File: config.mk
export PLATFORM = sky130hd
export DESIGN_NAME = smartcard_atr_parser_flat
export DESIGN_NICKNAME = d
export VERILOG_FILES = /design/src/hdl/sap_pkg.sv /design/src/hdl/sap_if.sv /design/src/hdl/sap_in_reg.sv /design/src/hdl/sap_core.sv /design/src/hdl/smartcard_atr_parser.sv /design/src/flat_wrapper.sv
export SDC_FILE = /design/constraint.sdc
export NUM_CORES = 1
export LEC_CHECK = 0
export BUFFER_PORTS_ARGS = -buffer_cell sky130_fd_sc_hd__buf_2
export CAP_MARGIN = 20
export CORE_MARGIN = 2
export CORE_UTILIZATION = 62
export CTS_CLUSTER_DIAMETER = 30
export CTS_CLUSTER_SIZE = 28
export DETAILED_ROUTE_END_ITERATION = 12
export GPL_ROUTABILITY_DRIVEN = 0
export HOLD_SLACK_MARGIN = 0.02
export PLACE_DENSITY_LB_ADDON = 0.08
export SYNTH_ARGS = -nofsm -noshare
export SYNTH_HDL_FRONTEND = slang
export SYNTH_SLANG_ARGS = --single-unit
File: constraint.sdc
create_clock -name clk -period 6.8 [get_ports clk]
set_clock_uncertainty 0.2 [all_clocks]
set_input_delay 0 -clock clk [delete_from_list [all_inputs] [get_ports clk]]
set_output_delay 0 -clock clk [all_outputs]
set_load 0.1 [all_outputs]
File: src/hdl/sap_pkg.sv
// ----------------------------------------------------------------------------
// sap_pkg
// shared types, codes and helpers for the answer-to-reset parser
// ----------------------------------------------------------------------------
package sap_pkg;

  // operation codes of an input beat
  localparam logic [1:0] OP_BYTE    = 2'd0;
  localparam logic [1:0] OP_TIMEOUT = 2'd1;
  localparam logic [1:0] OP_START   = 2'd2;

  // byte class codes
  localparam logic [2:0] CLS_TS   = 3'd0;
  localparam logic [2:0] CLS_T0   = 3'd1;
  localparam logic [2:0] CLS_TA   = 3'd2;
  localparam logic [2:0] CLS_TB   = 3'd3;
  localparam logic [2:0] CLS_TC   = 3'd4;
  localparam logic [2:0] CLS_TD   = 3'd5;
  localparam logic [2:0] CLS_HIST = 3'd6;
  localparam logic [2:0] CLS_TCK  = 3'd7;

  // error codes
  localparam logic [1:0] ERR_NONE     = 2'd0;
  localparam logic [1:0] ERR_TS       = 2'd1;
  localparam logic [1:0] ERR_TIMEOUT  = 2'd2;
  localparam logic [1:0] ERR_TOO_LONG = 2'd3;

  // configuration register indexes
  localparam logic CFG_EXPECTED_TS = 1'b0;
  localparam logic CFG_CHECK_BYTE  = 1'b1;

  localparam logic [7:0] EXPECTED_TS_RESET = 8'h3b;
  localparam logic [4:0] GROUP_MAX         = 5'd31;

  typedef enum logic [5:0] {
    PH_IDLE  = 6'b000001,
    PH_T0    = 6'b000010,
    PH_IFACE = 6'b000100,
    PH_HIST  = 6'b001000,
    PH_CHECK = 6'b010000,
    PH_DONE  = 6'b100000
  } phase_t;

  typedef struct packed {
    logic [1:0] operation;
    logic [7:0] rx_byte;
  } item_t;

  typedef struct packed {
    logic [7:0] expected_ts;
    logic       check_byte_present;
  } cfg_t;

  typedef struct packed {
    logic [7:0] data_byte;
    logic [2:0] byte_class;
    logic [4:0] group_number;
    logic [5:0] byte_position;
    logic       last;
    logic [1:0] error_code;
    logic [3:0] protocol;
    logic [3:0] historical_count;
    logic [5:0] atr_length;
  } result_t;

  // phase after a byte is consumed, from the updated presence and history
  function automatic phase_t next_phase(logic [3:0] pmask, logic [3:0] hleft, logic chk);
    phase_t ph;
    if (pmask != 4'h0) ph = PH_IFACE;
    else if (hleft != 4'h0) ph = PH_HIST;
    else if (chk) ph = PH_CHECK;
    else ph = PH_DONE;
    return ph;
  endfunction

endpackage

File: src/hdl/sap_if.sv
// ----------------------------------------------------------------------------
// sap_item_if, sap_result_if, sap_cfg_if
// valid/ready channels of the answer-to-reset parser
// ----------------------------------------------------------------------------
interface sap_item_if;
  logic       valid;
  logic       ready;
  logic [1:0] operation;
  logic [7:0] rx_byte;
  modport source (output valid, operation, rx_byte, input ready);
  modport sink (input valid, operation, rx_byte, output ready);
endinterface

interface sap_result_if;
  logic       valid;
  logic       ready;
  logic [7:0] data_byte;
  logic [2:0] byte_class;
  logic [4:0] group_number;
  logic [5:0] byte_position;
  logic       last;
  logic [1:0] error_code;
  logic [3:0] protocol;
  logic [3:0] historical_count;
  logic [5:0] atr_length;
  modport source (output valid, data_byte, byte_class, group_number, byte_position, last,
                  error_code, protocol, historical_count, atr_length, input ready);
  modport sink (input valid, data_byte, byte_class, group_number, byte_position, last,
                error_code, protocol, historical_count, atr_length, output ready);
endinterface

interface sap_cfg_if;
  logic       valid;
  logic       ready;
  logic       index;
  logic [7:0] data;
  modport source (output valid, index, data, input ready);
  modport sink (input valid, index, data, output ready);
endinterface

File: src/hdl/sap_in_reg.sv
// ----------------------------------------------------------------------------
// sap_in_reg
// input register stage, refills in the cycle its beat is taken
// ----------------------------------------------------------------------------
module sap_in_reg (
  input  logic              clk,
  input  logic              rst,
  sap_item_if.sink          item,
  input  logic              take,
  output logic              held,
  output sap_pkg::item_t    data
);

  assign item.ready = !held || take;

  always_ff @(posedge clk) begin
    if (rst) begin
      held <= 1'b0;
    end else if (item.valid && item.ready) begin
      held <= 1'b1;
    end else if (take) begin
      held <= 1'b0;
    end
  end

  always_ff @(posedge clk) begin
    if (item.valid && item.ready) begin
      data.operation <= item.operation;
      data.rx_byte   <= item.rx_byte;
    end
  end

endmodule

File: src/hdl/sap_core.sv
// ----------------------------------------------------------------------------
// sap_core
// byte classifier, parse state and result register
// ----------------------------------------------------------------------------
module sap_core #(
  parameter int MAX_ATR_BYTES = 40
) (
  input  logic              clk,
  input  logic              rst,
  input  logic              held,
  input  sap_pkg::item_t    data,
  input  sap_pkg::cfg_t     cfg,
  output logic              take,
  sap_result_if.source      result
);

  sap_pkg::phase_t  phase, phase_next;
  logic [3:0]       presence_mask, presence_mask_next;
  logic [3:0]       historical_left, historical_left_next;
  logic [3:0]       historical_total, historical_total_next;
  logic [5:0]       position_count, position_count_next;
  logic [4:0]       group_count, group_count_next;
  logic [3:0]       protocol_value, protocol_value_next;
  logic             ts_matched, ts_matched_next;

  logic              produce;
  logic              rvalid;
  sap_pkg::result_t  res, res_next;
  logic [5:0]        pos_inc;
  logic [7:0]        b;
  logic [2:0]        cls;
  logic [4:0]        grp;
  logic              fin;

  assign b       = data.rx_byte;
  assign pos_inc = position_count + 6'd1;

  always_comb begin
    phase_next            = phase;
    presence_mask_next    = presence_mask;
    historical_left_next  = historical_left;
    historical_total_next = historical_total;
    position_count_next   = position_count;
    group_count_next      = group_count;
    protocol_value_next   = protocol_value;
    ts_matched_next       = ts_matched;
    produce               = 1'b0;
    cls                   = sap_pkg::CLS_TS;
    grp                   = 5'd0;
    fin                   = 1'b0;
    res_next              = '0;

    priority if (data.operation == sap_pkg::OP_START) begin
      phase_next            = sap_pkg::PH_IDLE;
      presence_mask_next    = 4'h0;
      historical_left_next  = 4'h0;
      historical_total_next = 4'h0;
      position_count_next   = 6'd0;
      group_count_next      = 5'd0;
      protocol_value_next   = 4'h0;
      ts_matched_next       = 1'b0;
    end else if (data.operation == sap_pkg::OP_TIMEOUT && phase != sap_pkg::PH_DONE) begin
      phase_next              = sap_pkg::PH_DONE;
      produce                 = 1'b1;
      res_next.byte_position  = position_count;
      res_next.last           = 1'b1;
      res_next.error_code     = sap_pkg::ERR_TIMEOUT;
    end else if (data.operation == sap_pkg::OP_BYTE && phase != sap_pkg::PH_DONE) begin
      produce = 1'b1;
      if (position_count >= 6'(MAX_ATR_BYTES)) begin
        phase_next             = sap_pkg::PH_DONE;
        res_next.data_byte     = b;
        res_next.byte_position = position_count;
        res_next.last          = 1'b1;
        res_next.error_code    = sap_pkg::ERR_TOO_LONG;
      end else begin
        position_count_next = pos_inc;
        unique case (phase)
          sap_pkg::PH_IDLE: begin
            ts_matched_next = (b == cfg.expected_ts);
            cls             = sap_pkg::CLS_TS;
            phase_next      = sap_pkg::PH_T0;
          end
          sap_pkg::PH_T0: begin
            cls                   = sap_pkg::CLS_T0;
            presence_mask_next    = b[7:4];
            historical_left_next  = b[3:0];
            historical_total_next = b[3:0];
            group_count_next      = 5'd1;
            phase_next = sap_pkg::next_phase(b[7:4], b[3:0], cfg.check_byte_present);
          end
          sap_pkg::PH_IFACE: begin
            grp = group_count;
            priority if (presence_mask[0]) begin
              cls                = sap_pkg::CLS_TA;
              presence_mask_next = presence_mask & 4'he;
            end else if (presence_mask[1]) begin
              cls                = sap_pkg::CLS_TB;
              presence_mask_next = presence_mask & 4'hc;
            end else if (presence_mask[2]) begin
              cls                = sap_pkg::CLS_TC;
              presence_mask_next = presence_mask & 4'h8;
            end else begin
              cls = sap_pkg::CLS_TD;
              if (group_count == 5'd1) protocol_value_next = b[3:0];
              presence_mask_next = b[7:4];
              if (group_count < sap_pkg::GROUP_MAX) group_count_next = group_count + 5'd1;
            end
            phase_next = sap_pkg::next_phase(presence_mask_next, historical_left,
                                             cfg.check_byte_present);
          end
          sap_pkg::PH_HIST: begin
            cls = sap_pkg::CLS_HIST;
            if (historical_left != 4'h0) historical_left_next = historical_left - 4'h1;
            phase_next = sap_pkg::next_phase(presence_mask, historical_left_next,
                                             cfg.check_byte_present);
          end
          default: begin
            cls        = sap_pkg::CLS_TCK;
            phase_next = sap_pkg::PH_DONE;
          end
        endcase
        fin                    = (phase_next == sap_pkg::PH_DONE);
        res_next.data_byte     = b;
        res_next.byte_class    = cls;
        res_next.group_number  = grp;
        res_next.byte_position = position_count;
        res_next.last          = fin;
        res_next.error_code    = (fin && !ts_matched_next) ? sap_pkg::ERR_TS
                                                           : sap_pkg::ERR_NONE;
      end
    end else begin
      produce = 1'b0;
    end
    res_next.protocol         = protocol_value_next;
    res_next.historical_count = historical_total_next;
    res_next.atr_length       = position_count_next;
  end

  assign take = held && (!produce || !rvalid || result.ready);

  always_ff @(posedge clk) begin
    if (rst) begin
      phase            <= sap_pkg::PH_IDLE;
      presence_mask    <= 4'h0;
      historical_left  <= 4'h0;
      historical_total <= 4'h0;
      position_count   <= 6'd0;
      group_count      <= 5'd0;
      protocol_value   <= 4'h0;
      ts_matched       <= 1'b0;
    end else if (take) begin
      phase            <= phase_next;
      presence_mask    <= presence_mask_next;
      historical_left  <= historical_left_next;
      historical_total <= historical_total_next;
      position_count   <= position_count_next;
      group_count      <= group_count_next;
      protocol_value   <= protocol_value_next;
      ts_matched       <= ts_matched_next;
    end
  end

  always_ff @(posedge clk) begin
    if (rst) begin
      rvalid <= 1'b0;
    end else if (take && produce) begin
      rvalid <= 1'b1;
    end else if (result.ready) begin
      rvalid <= 1'b0;
    end
  end

  always_ff @(posedge clk) begin
    if (take && produce) begin
      res <= res_next;
    end
  end

  assign result.valid            = rvalid;
  assign result.data_byte        = res.data_byte;
  assign result.byte_class       = res.byte_class;
  assign result.group_number     = res.group_number;
  assign result.byte_position    = res.byte_position;
  assign result.last             = res.last;
  assign result.error_code       = res.error_code;
  assign result.protocol         = res.protocol;
  assign result.historical_count = res.historical_count;
  assign result.atr_length       = res.atr_length;

  a_pos_bound: assert property (@(posedge clk) disable iff (rst)
    position_count <= 6'(MAX_ATR_BYTES))
    else $error("position count beyond limit");

  a_last_ends: assert property (@(posedge clk) disable iff (rst)
    take && produce && res_next.last |=> phase == sap_pkg::PH_DONE)
    else $error("final result without end of parse");

  a_group_set: assert property (@(posedge clk) disable iff (rst)
    phase == sap_pkg::PH_IFACE |-> group_count != 5'd0)
    else $error("interface phase with no group");

  a_hist_le: assert property (@(posedge clk) disable iff (rst)
    historical_left <= historical_total)
    else $error("historical count exceeds total");

endmodule

File: src/hdl/smartcard_atr_parser.sv
// a beat is held in the input register, then classified into the result register,
// where its result is presented until it is taken
// throughput: one beat per cycle unless a result waits untaken, set by the single
// classify step between the two registers; beats with no result are taken anyway
// reset: rst is synchronous; the parser awaits TS, expected_ts is 0x3b and
// check_byte_present is 0
// ----------------------------------------------------------------------------
// smartcard_atr_parser
// classifies answer-to-reset bytes and reports length, protocol and errors
// ----------------------------------------------------------------------------
module smartcard_atr_parser #(
  parameter int MAX_ATR_BYTES = 40
) (
  input  logic          clk,
  input  logic          rst,
  sap_item_if.sink      item,
  sap_result_if.source  result,
  sap_cfg_if.sink       cfg
);

  // configuration registers; the user must write them only while idle, the block does not enforce it
  sap_pkg::cfg_t   cfg_reg;
  // beat held in the input register
  sap_pkg::item_t  in_data;
  logic            in_held;
  // core pulls the held beat
  logic            take;

  // writes are always taken
  assign cfg.ready = 1'b1;

  always_ff @(posedge clk) begin
    if (rst) begin
      cfg_reg.expected_ts        <= sap_pkg::EXPECTED_TS_RESET;
      cfg_reg.check_byte_present <= 1'b0;
    end else if (cfg.valid) begin
      unique case (cfg.index)
        sap_pkg::CFG_EXPECTED_TS: cfg_reg.expected_ts        <= cfg.data;
        sap_pkg::CFG_CHECK_BYTE:  cfg_reg.check_byte_present <= cfg.data[0];
        default: ;
      endcase
    end
  end

  // input register stage
  sap_in_reg u_in (
    .clk  (clk),
    .rst  (rst),
    .item (item),
    .take (take),
    .held (in_held),
    .data (in_data)
  );

  // classification, parse state and result register
  sap_core #(
    .MAX_ATR_BYTES (MAX_ATR_BYTES)
  ) u_core (
    .clk    (clk),
    .rst    (rst),
    .held   (in_held),
    .data   (in_data),
    .cfg    (cfg_reg),
    .take   (take),
    .result (result)
  );

endmodule
File: src/flat_wrapper.sv
// flat-port wrapper written by rule: the top's interface ports become plain ports
module smartcard_atr_parser_flat 
#(
  parameter int MAX_ATR_BYTES = 40
)
  (clk, rst, item_valid, item_operation, item_rx_byte, item_ready, result_valid, result_data_byte, result_byte_class, result_group_number, result_byte_position, result_last, result_error_code, result_protocol, result_historical_count, result_atr_length, result_ready, cfg_valid, cfg_index, cfg_data, cfg_ready);
  sap_item_if item_i ();
  sap_result_if result_i ();
  sap_cfg_if cfg_i ();
  input  logic clk;
  input  logic rst;
  input wire logic [$bits(item_i.valid)-1:0] item_valid;
  input wire logic [$bits(item_i.operation)-1:0] item_operation;
  input wire logic [$bits(item_i.rx_byte)-1:0] item_rx_byte;
  output wire logic [$bits(item_i.ready)-1:0] item_ready;
  output wire logic [$bits(result_i.valid)-1:0] result_valid;
  output wire logic [$bits(result_i.data_byte)-1:0] result_data_byte;
  output wire logic [$bits(result_i.byte_class)-1:0] result_byte_class;
  output wire logic [$bits(result_i.group_number)-1:0] result_group_number;
  output wire logic [$bits(result_i.byte_position)-1:0] result_byte_position;
  output wire logic [$bits(result_i.last)-1:0] result_last;
  output wire logic [$bits(result_i.error_code)-1:0] result_error_code;
  output wire logic [$bits(result_i.protocol)-1:0] result_protocol;
  output wire logic [$bits(result_i.historical_count)-1:0] result_historical_count;
  output wire logic [$bits(result_i.atr_length)-1:0] result_atr_length;
  input wire logic [$bits(result_i.ready)-1:0] result_ready;
  input wire logic [$bits(cfg_i.valid)-1:0] cfg_valid;
  input wire logic [$bits(cfg_i.index)-1:0] cfg_index;
  input wire logic [$bits(cfg_i.data)-1:0] cfg_data;
  output wire logic [$bits(cfg_i.ready)-1:0] cfg_ready;
  assign item_i.valid = item_valid;
  assign item_i.operation = item_operation;
  assign item_i.rx_byte = item_rx_byte;
  assign item_ready = item_i.ready;
  assign result_valid = result_i.valid;
  assign result_data_byte = result_i.data_byte;
  assign result_byte_class = result_i.byte_class;
  assign result_group_number = result_i.group_number;
  assign result_byte_position = result_i.byte_position;
  assign result_last = result_i.last;
  assign result_error_code = result_i.error_code;
  assign result_protocol = result_i.protocol;
  assign result_historical_count = result_i.historical_count;
  assign result_atr_length = result_i.atr_length;
  assign result_i.ready = result_ready;
  assign cfg_i.valid = cfg_valid;
  assign cfg_i.index = cfg_index;
  assign cfg_i.data = cfg_data;
  assign cfg_ready = cfg_i.ready;
  smartcard_atr_parser #(.MAX_ATR_BYTES(MAX_ATR_BYTES)) u_core (.clk(clk), .rst(rst), .item(item_i), .result(result_i), .cfg(cfg_i));
endmodule
Yosys cells after proc, flatten, opt, wreduce, memory -nomap -nowiden. Cells that the tools add are included.

Flip-flop bits (word level): 94. Output and inout port bits: 42.

Reductions and logical operators: 36. Mux-type cells: 91. Equal/unequal tests: 16. Add/subtract/negate cells: 3. Bitwise logic cells: 3. Order comparisons: 2.

Operator list (number): $mux 4 (36); $mux 6 (19); $mux 5 (8); $pmux 6 s4 (1); $reduce_bool 4->1 (6); $mux 1 (18); $mux 9 (2); $pmux 4 s2 (2); $ne 3x3->1 const B (4); $pmux 3 s4 (1); $pmux 5 s2 (1); $reduce_and 5->1 (2); $mux 3 (3); $reduce_and 9->1 (1); $reduce_bool 3->1 (3); $eq 8x8->1 (1); $add 6x1->6 const B (1); $eq 6x1->1 const B (1); $eq 6x2->1 const B (1); $eq 6x3->1 const B (1); $eq 6x4->1 const B (1); $eq 6x6->1 const B (1); $ge 6x6->1 const B (1); $logic_and 1x1->1 (6); 18 further kinds (30).

Depth between registers and ports, before layout.
Depth after elaboration: 21. Mapped depth: 7.

Cells and area by module. Synthesis repeated with hierarchy kept, for this count alone.

Cell total of the unflattened synthesis: 457. Area total of the unflattened synthesis: 4600.7 um^2.

Modules (own cells, without submodules): sap_core (area each 3853.7 um^2, times used 1, cells an instance 401); smartcard_atr_parser (area each 391.6 um^2, times used 1, cells an instance 41); sap_in_reg (area each 355.3 um^2, times used 1, cells an instance 15).

Least setup slack after synthesis. OpenSTA, ideal clock, no wires.

Path kind: register to register. Start: register u_core.u_core.rvalid (netlist: u_core.u_core.result.valid). End: register u_core.u_core.res, in the netlist u_core.u_core.result.atr_length[0] (enable). Path slack: 3906 ps. Arrival: 2299 ps. Period minus slack after synthesis: 2894 ps. Required time: 6205 ps. Stages on the path, launching flop included: 4. Cells stage by stage: dfxtp_1 -> nor2b_1 -> a2111o_1 -> inv_1.

Word-level cells in the longest chain between the ends: 5.

RTL lines: start, declared (RTL line sap_core.sv:27) `logic rvalid;`; start signal, assigned (RTL line sap_core.sv:166) `rvalid <= 1'b0;`; start signal, assigned (RTL line sap_core.sv:168) `rvalid <= 1'b1;`; start signal, assigned (RTL line sap_core.sv:170) `rvalid <= 1'b0;`; $logic_not 1->1 (RTL line sap_core.sv:140) `assign take = held && (!produce || !rvalid || result.ready);`; $logic_or 1x1->1 (2 in a row) (RTL line sap_core.sv:140); $logic_and 1x1->1 (RTL line sap_core.sv:140); $logic_and 1x1->1 (RTL line sap_core.sv:175) `if (take && produce) begin`; end signal, assigned (RTL line sap_core.sv:176) `res <= res_next;`; end, declared (RTL line sap_core.sv:28) `sap_pkg::result_t res, res_next;`.

Every way passes these cells. A chain may end at the register's enable or synchronous reset.

Final worst setup path.
Start: register u_core.u_core.position_count[3]. End: register u_core.u_core.res, in the netlist u_core.u_core.result.protocol[1] (data pin).

Word-level cells in the longest chain between the ends: 5.

RTL lines: start, declared (RTL line sap_core.sv:21) `logic [5:0] position_count, position_count_next;`; start signal, assigned (RTL line sap_core.sv:157) `position_count <= position_count_next;`; $ge 6x6->1 (RTL line sap_core.sv:70) `if (position_count >= 6'(MAX_ATR_BYTES)) begin`; $mux 4 (RTL line sap_core.sv:70); $mux 4 (RTL line sap_core.sv:68) `end else if (data.operation == sap_pkg::OP_BYTE && phase != sap_pkg::PH_DONE) begin`; $mux 4 (RTL line sap_core.sv:62) `end else if (data.operation == sap_pkg::OP_TIMEOUT && phase != sap_pkg::PH_DONE) begin`; $mux 4 (RTL line sap_core.sv:53) `priority if (data.operation == sap_pkg::OP_START) begin`; named net u_core.u_core.protocol_value_next[1] (RTL line sap_core.sv:23) `logic [3:0] protocol_value, protocol_value_next;`.

The timed path passes the listed nets, and every way through them passes these cells.

==> metrics.cfg <==
[critical_path]
crit_arrival_ps = 2840
critical_path_class = register to register
cp-start-kind = register
crit_path_max_fanout = 19
setup.worst_path.end_class = register
critical_path_required_ps = 6700

[cts]
h-tree-depth = 3
clock_latency_ps = 360
root_buffer = clkbuf_8
cts_buffer_depth = 2
cts_tree = done
numCtsBuffers = 9
cts_num_sinks = 94
clk_pin_slew_worst_paths_ps = 100

[power]
p_sw_share_pct = 27.18
power.switching_mw = 0.3134
combPwrFrac_pct = 12.5
powerDensity_nw_per_um2 = 209.6
power.total_mw = 1.153
cellInternalPower_mw = 0.8398
p_seq_share_pct = 54.4
ir_drop_v = 0.0001299
p_clk_share_pct = 33.2
leakagePower_nw = 1.952

[drt]
drtIter0Drc = 342
antenna_left = 0
routed_wl_mm = 10.58
detail_route.wl_per_cell_um = 16.41
routed_via_density = 6.034
drt_pass1_iterations = 5
drc = 0
dr_total_vias = 3892

[floorplanning]
die-area_um2 = 8150
core_um2 = 7214
io-pin-count = 66
rows = 31
initial_core_util_pct = 63.98
die_h_um = 90.28
die_w_um = 90.28

[sta]
worst_slew_pin_slew_ps = 1004
finalSetupViolations = 0
clock.fmax_mhz = 340.2
final_hold_viol_count = 0
fin_crit_ps = 2940
setup_tns_ps = 0
grt_setup_unrepaired = no
min_period_over_period_pct = 43.23
slew_viol_final = 0
max_slew_margin_pct = 33.09

[job]
maxCapViolations = 0

[finish]
largest_reg_flops = 10
mostFrequentLayoutCells = buf_2 (65), edfxtp_1 (49), dfxtp_1 (45), a21oi_1 (40), nor2_1 (33)
final_core_util_pct = 76.26
layout_commonest_cell = buf_2
layout-drive-gt1-share_pct = 18.50
diodes = 0
post_layout_nonfiller_instances = 645
area_growth_pct = 19.19
nets = 570

[placement]
dp_cells = 595
portBuffers = 64
dp.final_hpwl_mm = 6.886

[synthesis]
synthArstFlopShare_pct = 0
synth.distinct_cells = 67
synth_area_um2 = 4616
synth_top_area_share_pct = 31.88
synth_top_cell_by_area = edfxtp_1
synthTopCellsByArea = edfxtp_1 (32%), dfxtp_1 (20%), a21oi_1 (4.3%)
synth_cells = 455
ys_warn_count = 0
synth_edf_count = 49
synth_nets = 484
seq_area_frac_synth_pct = 51.40
avgSynthCellArea_um2 = 10.14
synth_seq_cells = 94
synth-main-ff-cell = edfxtp_1

[global_routing]
grt_usage_pct = 26.49
grt_pass1_wl_mm = 17.52
grt_pass1_vias = 3600
grt_max_degree = 48
antenna_found_initial = 0
grt_overflow = 0

[worst_hold_path]
hp-class = input port to register

[status]
status = complete, no violations

## power by group through the flow
stage,sequential [mW],combinational (mW),clock [mW]
5_1_grt,0.629,0.153,0.409
3_3_place_gp,0.639,0.125,0
6_report,0.627,0.144,0.382
2_1_floorplan,0.672,0.0640,0
4_1_cts,0.627,0.141,0.383
3_5_place_dp,0.640,0.126,0
## worst paths after layout
| kind | slack (ps) | endpoint | startpoint | cells past startpoint |
|---|---|---|---|---|
| min | 60 | u_core.u_core.ts_matched | rst | 2 |
| max reg2reg | 3860 | u_core.u_core.result.protocol[1] | u_core.u_core.position_count[3] | 5 |
| max | 3860 | u_core.u_core.result.protocol[1] | u_core.u_core.position_count[3] | 5 |
| min reg2reg | 290 | u_core.u_core.protocol_value[0] | u_core.u_core.protocol_value[0] | 2 |
## through the flow
step | hold WS (ps) | area, um2 | setup WS [ps]
floorplan | -101.1 | 4616 | 3906
global placement | -22.68 | 4962 | 4046
detailed placement | -21.89 | 4962 | 3934
CTS | 42.15 | 5489 | 3879
global route | 85.58 | 5502 | 3687
finish | 58.82 | 5502 | 3860
## synthesized netlist by cell type, types with 6 or more instances
library cell	number
mux2i_1	8
a211oi_1	6
clkbuf_1	16
nand3_1	22
o32ai_1	6
o21ai_0	20
a21oi_1	40
a211o_1	9
nand2_1	31
nor3_1	10
and2_1	12
or4_1	9
dfxtp_1	45
edfxtp_1	49
inv_1	15
nor2_1	33
xnor2_1	11
nand2b_1	9
nor2b_1	11
## cell families (layout without fill, tap and decap cells)
family	Yosys count	count (layout)	synth area share, %
other cells	1	1	0.08124
fa+ha+maj	5	5	1.355
flops	94	94	51.40
buf+inv	41	132	3.876
compound gates	115	115	17.43
simple gates	177	177	21.47
mux	8	8	1.735
xor+xnor	14	14	2.657
## per-layer routing
layer / GRT usage, % / share of wire [%] / vias to the layer above
li1: - / - / 1864
met1: 34.07 / 42 / 1856
met2: 45.80 / 50 / 156
met3: 3.255 / 5.5 / 16
met4: 10.38 / 2.2 / 0
met5: 0 / 0 / -
## repair_timing
action                                  CTS  global route
endpoints found under the setup margin    0             0
setup buffers                             0             0
hold endpoints to repair                 21             0
gates resized for setup                   0             0
hold buffers                             32             0
## critical path, stage by stage (launching register included)
cell and delay [ps]:
dfxtp_1 380, o21a_2 300, a2111oi_4 920, and4_1 570, mux2i_1 250, nor2_1 60
## layout make-up
cell class / instances / area (um2)
clock inverters: 6 / 68.82
multi-input cells: 320 / 2067
repair buffers: 101 / 675.6
fillers: 527 / 1713
well taps: 99 / 123.9
flip-flops and latches: 94 / 2372
clock buffers: 10 / 137.6
inverters: 15 / 56.30
Power figures use the tool's default switching activity.
